<file path="src/aapr_pkg.sv">
`timescale 1ns / 1ps
// shared constants and types for the axis-angle point rotation block
package aapr_pkg;

    // geometry and register file
    localparam int DIM          = 3;
    localparam int NUM_REGS     = 5;
    localparam int CFG_IDX_W    = 3;
    localparam int CFG_DATA_W   = 16;

    // fixed-point formats
    localparam int FRAC_SHIFT   = 42;
    localparam int KS_SHIFT     = 14;
    localparam int R_WIDTH      = 49;
    localparam int R_LO_W       = 25;
    localparam int R_HI_W       = R_WIDTH - R_LO_W;
    localparam int KK_WIDTH     = 33;
    localparam int SQ_WIDTH     = 32;
    localparam int OMC_WIDTH    = 17;

    // matrix build and point queue
    localparam int BUILD_LAT    = 4;
    localparam int BUILD_CNT_W  = 3;
    localparam int QUEUE_DEPTH  = 4;

    localparam int COORD_WIDTH_DEF = 32;

    localparam logic signed [CFG_DATA_W-1:0] ONE_Q14 = 16'sd16384;
    localparam logic signed [R_WIDTH-1:0]    R_ONE   = R_WIDTH'(64'sd1 <<< FRAC_SHIFT);

    // register indexes
    typedef enum logic [CFG_IDX_W-1:0] {
        REG_AXIS_X    = 3'd0,
        REG_AXIS_Y    = 3'd1,
        REG_AXIS_Z    = 3'd2,
        REG_SIN_THETA = 3'd3,
        REG_COS_THETA = 3'd4
    } t_reg_idx;

    // rotation matrix, entry i*DIM+j holds row i column j, Q.42
    typedef logic [DIM*DIM-1:0][R_WIDTH-1:0] t_rmat;

endpackage

</file>
<file path="src/aapr_point_if.sv">
`timescale 1ns / 1ps
// input point channel
interface aapr_point_if #(
    parameter int COORD_WIDTH = 32
) ();
    logic                          valid;
    logic                          ready;
    logic signed [COORD_WIDTH-1:0] point_x;
    logic signed [COORD_WIDTH-1:0] point_y;
    logic signed [COORD_WIDTH-1:0] point_z;

    modport source (output valid, output point_x, output point_y, output point_z,
                    input ready);
    modport sink   (input valid, input point_x, input point_y, input point_z,
                    output ready);
endinterface

</file>
<file path="src/aapr_front.sv">
`timescale 1ns / 1ps
// point intake and queue toward the rotation datapath
module aapr_front
    import aapr_pkg::*;
#(
    parameter int COORD_WIDTH = COORD_WIDTH_DEF
) (
    input  logic                              i_clk,
    input  logic                              i_rst_n,
    aapr_point_if.sink                        i_point,
    input  logic                              i_mat_ready,
    output logic                              o_head_valid,
    output logic [DIM-1:0][COORD_WIDTH-1:0]   o_head,
    input  logic                              i_pop
);

    localparam int PTR_W = $clog2(QUEUE_DEPTH);
    localparam int CNT_W = PTR_W + 1;

    logic [DIM-1:0][COORD_WIDTH-1:0] r_mem [QUEUE_DEPTH];
    logic [PTR_W-1:0]                r_wr_ptr, r_rd_ptr;
    logic [CNT_W-1:0]                r_count;
    logic                            w_push;

    // take items only with a settled matrix and room in the queue
    assign i_point.ready = i_mat_ready && (r_count != CNT_W'(QUEUE_DEPTH));
    assign w_push        = i_point.valid && i_point.ready;

    // queue storage
    always_ff @(posedge i_clk) begin
        if (w_push) begin
            r_mem[r_wr_ptr] <= {i_point.point_z, i_point.point_y, i_point.point_x};
        end
    end

    // queue pointers and fill level
    always_ff @(posedge i_clk) begin
        if (!i_rst_n) begin
            r_wr_ptr <= '0;
            r_rd_ptr <= '0;
            r_count  <= '0;
        end else begin
            if (w_push) begin
                r_wr_ptr <= r_wr_ptr + PTR_W'(1);
            end
            if (i_pop) begin
                r_rd_ptr <= r_rd_ptr + PTR_W'(1);
            end
            if (w_push && !i_pop) begin
                r_count <= r_count + CNT_W'(1);
            end else if (!w_push && i_pop) begin
                r_count <= r_count - CNT_W'(1);
            end
        end
    end

    assign o_head_valid = (r_count != '0);
    assign o_head       = r_mem[r_rd_ptr];

`ifndef NO_ASSERTIONS
    a_no_overfill: assert property (@(posedge i_clk) disable iff (!i_rst_n)
        r_count <= CNT_W'(QUEUE_DEPTH))
        else $error("point queue filled beyond its depth");

    a_no_underflow: assert property (@(posedge i_clk) disable iff (!i_rst_n)
        i_pop |-> (r_count != '0))
        else $error("point queue popped while empty");
`endif

endmodule

</file>
<file path="src/flat_wrapper.sv">
// flat-port wrapper written by rule: the top's interface ports become plain ports
module aapr_front_flat import aapr_pkg::*;
#(
    parameter int COORD_WIDTH = COORD_WIDTH_DEF
)
  (i_clk, i_rst_n, i_mat_ready, o_head_valid, o_head, i_pop, i_point_valid, i_point_point_x, i_point_point_y, i_point_point_z, i_point_ready);
  aapr_point_if #(.COORD_WIDTH(COORD_WIDTH)) i_point_i ();
  input  logic i_clk;
  input  logic i_rst_n;
  input  logic i_mat_ready;
  output logic o_head_valid;
  output logic [DIM-1:0][COORD_WIDTH-1:0] o_head;
  input  logic i_pop;
  input wire logic [$bits(i_point_i.valid)-1:0] i_point_valid;
  input wire logic [$bits(i_point_i.point_x)-1:0] i_point_point_x;
  input wire logic [$bits(i_point_i.point_y)-1:0] i_point_point_y;
  input wire logic [$bits(i_point_i.point_z)-1:0] i_point_point_z;
  output wire logic [$bits(i_point_i.ready)-1:0] i_point_ready;
  assign i_point_i.valid = i_point_valid;
  assign i_point_i.point_x = i_point_point_x;
  assign i_point_i.point_y = i_point_point_y;
  assign i_point_i.point_z = i_point_point_z;
  assign i_point_ready = i_point_i.ready;
  aapr_front #(.COORD_WIDTH(COORD_WIDTH)) u_core (.i_clk(i_clk), .i_rst_n(i_rst_n), .i_point(i_point_i), .i_mat_ready(i_mat_ready), .o_head_valid(o_head_valid), .o_head(o_head), .i_pop(i_pop));
endmodule
</file>
<file path="config.mk">
export PLATFORM = sky130hd
export DESIGN_NAME = aapr_front_flat
export DESIGN_NICKNAME = d
export VERILOG_FILES = /design/src/aapr_pkg.sv /design/src/aapr_point_if.sv /design/src/aapr_front.sv /design/src/flat_wrapper.sv
export SDC_FILE = /design/constraint.sdc
export NUM_CORES = 1
export LEC_CHECK = 0
export BUFFER_PORTS_ARGS = -buffer_cell sky130_fd_sc_hd__buf_2
export CORE_MARGIN = 2
export CORE_UTILIZATION = 53
export CTS_BUF_LIST = sky130_fd_sc_hd__clkbuf_4
export CTS_CLUSTER_DIAMETER = 80
export DETAILED_ROUTE_END_ITERATION = 8
export PLACE_DENSITY = 0.76
export SYNTH_ARGS = -nofsm -noshare
export SYNTH_HDL_FRONTEND = slang
export SYNTH_SLANG_ARGS = --single-unit
</file>
<file path="constraint.sdc">
create_clock -name i_clk -period 4.3 [get_ports i_clk]
set_clock_uncertainty 0.2 [all_clocks]
set_input_delay 0.86 -clock i_clk [delete_from_list [all_inputs] [get_ports i_clk]]
set_output_delay 0.86 -clock i_clk [all_outputs]
set_load 0.005 [all_outputs]
</file>
==> flow_summary.toml <==
[status]
status = "finished clean"

[critical_path]
worstPathArrival_ns = 2.65
worstPathMaxFanout = 39
crit_type = "reg2out"
reg2reg_depth = 8
path_cells = "buf_12 > mux4_2 > buf_2"
required_ns = 3.24
start_kind = "flip-flop"
endpoint_kind = "output pin"
crit_path_max_incr_delay_ns = 0.76
slowest_stage = "dfxtp_4"

[grt]
grt_max_degree = 51
track_usage_pct = 19.65
grt_overflow = 0
grt_pass1_wl_um = 41520
grt_pass1_vias = 7392
grt_antenna_before_repair = 12

[floorplanning]
start_util_pct = 53.61
die-area_um2 = 28370
die_width_um = 168.4
die_h_um = 168.4
ios = 199
coreArea_um2 = 26730
rows = 60

[clocking]
h-tree-depth = 3
cts_inserted_buffers = 98
hold_buffers = 0
post_cts_resize_count = 0
insertion_delay_ns = 0.71
cts_sinks = 393
path_clk_slew_ns = 0.07
cts_max_path_buffers = 3
cts_setup_buffers = 0
cts_tree = "done"
cts-root-buf = "clkbuf_4"

[power_and_ir_drop]
ir_drop_mv = 0.2074
sw_frac_of_total_pct = 22.21
p_int_mw = 6.232
clkPwrFrac_pct = 36.7
p_seq_share_pct = 55.0
p_per_area_nw_per_um2 = 472.3
comb_power_share_pct = 8.4
power_leakage_nw = 5.794
p_switching_mw = 1.779

[synthesis]
yosysMostFrequentCell = "edfxtp_1"
yosysTopAreaCellShare_pct = 80.48
yosys_warnings = 0
synth_ff_type = "edfxtp_1"
ys_types = 22
synthArstFlopShare_pct = 0
seq_area_frac_synth_pct = 81.73
syn_area_um2 = 14330
yosysTopAreaCell = "edfxtp_1"
synthTopCellsByArea = "edfxtp_1, mux4_2, dfxtp_1"
synth-seq-cells = 393
syn-num-nets = 658
syn_area_per_cell_um2 = 26.00
synth_cells = 551
synth_edf_count = 384
synth_common_cells = "edfxtp_1, mux4_2, buf_2, dfxtp_1, and2_1"

[routing]
avgViaCountPerCell = 5.490
ant_nets = 0
routed_wl_um = 27080
first_iter_violations = 606
vias = 6884
wl_per_cell_um = 21.59
drc = 0
first_pass_iters = 5

[timing]
hold_viol = 0
post-route-min-period_ns = 3.707
worst_pin_slew_ns = 0.7813
slew_headroom_pct = 47.91
fmax_ghz = 0.2698
finalCritPeriodShare_pct = 86.21
drv_slew = 0
setup_viol = 0
hold_ws_ns = 0.1558
rsz0062_at_grt = "false"
tns_ns = 0

[cells_and_area]
syn2layout_area_growth_pct = 18.39
drive_gt1_share_pct = 50.44
nets = 941
nFillCells = 1799

[placement]
port_buffers = 198
place.gp.congestion = 0.7124
dpl.hpwl_um = 16680

[min_path]
min_path_cells = 1
hp-class = "in2reg"

[run]
maxCapViolCount = 0
==> placed cells by master, fill, tap and decap left out <==
cell and n:
a21boi_0 2, a21oi_2 1, and2_1 4, and2_4 4, buf_12 6, buf_2 198, buf_4 2, bufinv_16 1
clkbuf_4 139, clkinv_1 25, clkinv_2 4, clkinv_4 3, dfxtp_1 7, dfxtp_4 2, diode_2 5, edfxtp_1 384
fa_1 1, ha_1 5, inv_1 4, inv_2 2, mux2i_1 3, mux4_2 96, nand2_1 6, nor2_1 1
nor2b_1 1, o21ai_0 1, or3_1 2, xnor2_1 2, xor2_1 2
==> layer usage <==
layer / share of wire, % / wire [um] / global-route usage, %
met1: 40 / 10880 / 25.28
met2: 48 / 13050 / 30.42
met3: 9.8 / 2652 / 8.087
met4: 1.6 / 420 / 7.459
met5: 0.29 / 79 / 0
==> power by group through the flow <==
stage | clock [mW] | combinational [mW] | sequential (mW)
finish | 2.94 | 0.669 | 4.40
global route | 3.24 | 0.726 | 4.41
CTS | 3.03 | 0.683 | 4.41
detailed placement | 0 | 0.680 | 4.49
global placement | 0 | 0.654 | 4.48
floorplan | 0 | 0.402 | 4.45
==> flip-flops by register name (all words and copies together), names as in the netlist, named ones only <==
signal	cells
u_core.r_wr_ptr	2
u_core.r_count	3
u_core.r_mem	384
u_core.r_rd_ptr	2
==> path summary, 6_finish.rpt <==
path                                          start             endpoint  slack, ns
worst max register to register    u_core.r_count[0]    u_core.r_count[2]       1.67
worst min-delay path            i_point_point_x[18]  u_core.r_mem[1][18]       0.16
worst min register to register   u_core.r_wr_ptr[1]   u_core.r_wr_ptr[1]       0.30
worst max-delay path                      flip-flop            o_head[4]       0.59
==> kinds of logic after synthesis <==
logic type	after synthesis	share of synthesized area (%)
flops	393	81.73
mux	99	15.30
buf+inv	27	1.284
simple gates	18	0.6636
fa+ha+maj	6	0.5763
compound gates	4	0.2008
xor+xnor	4	0.2445
==> layout make-up <==
class | instances | area [um2] | share of cell area [%]
flip-flops and latches | 393 | 11720 | 69.08
multi-input cells | 131 | 2444 | 14.40
repair buffers | 206 | 1126 | 6.638
clock buffers | 139 | 1044 | 6.151
well taps | 341 | 426.7 | 2.515
clock inverters | 35 | 177.7 | 1.047
inverters | 4 | 15.01 | 0.08851
diodes | 5 | 12.51 | 0.07376
==> metrics by stage <==
| stage | power [mW] | utilization (%) | cell area, um2 | setup WS [ns] | std cells |
|---|---|---|---|---|---|
| 6_report | 8.011 | 63.47 | 16960 | 0.5932 | 1254 |
| 5_1_grt | 8.377 | 63.45 | 16960 | 0.3921 | 1251 |
| 4_1_cts | 8.117 | 63.43 | 16950 | 0.4919 | 1249 |
| 3_5_place_dp | 5.168 | 58.86 | 15730 | 1.258 | 1075 |
| 3_3_place_gp | 5.130 | 58.86 | 15730 | 1.290 | 1075 |
| 2_1_floorplan | 4.853 | - | 14330 | 0.2186 | 551 |
==> critical path: cells and delay by family, from the launching register on <==
| family | cells | cell delay (ns) |
|---|---|---|
| mux | 1 | 0.59 |
| flops | 1 | 0.76 |
| buf+inv | 2 | 0.52 |
Power figures use the tool's default switching activity.
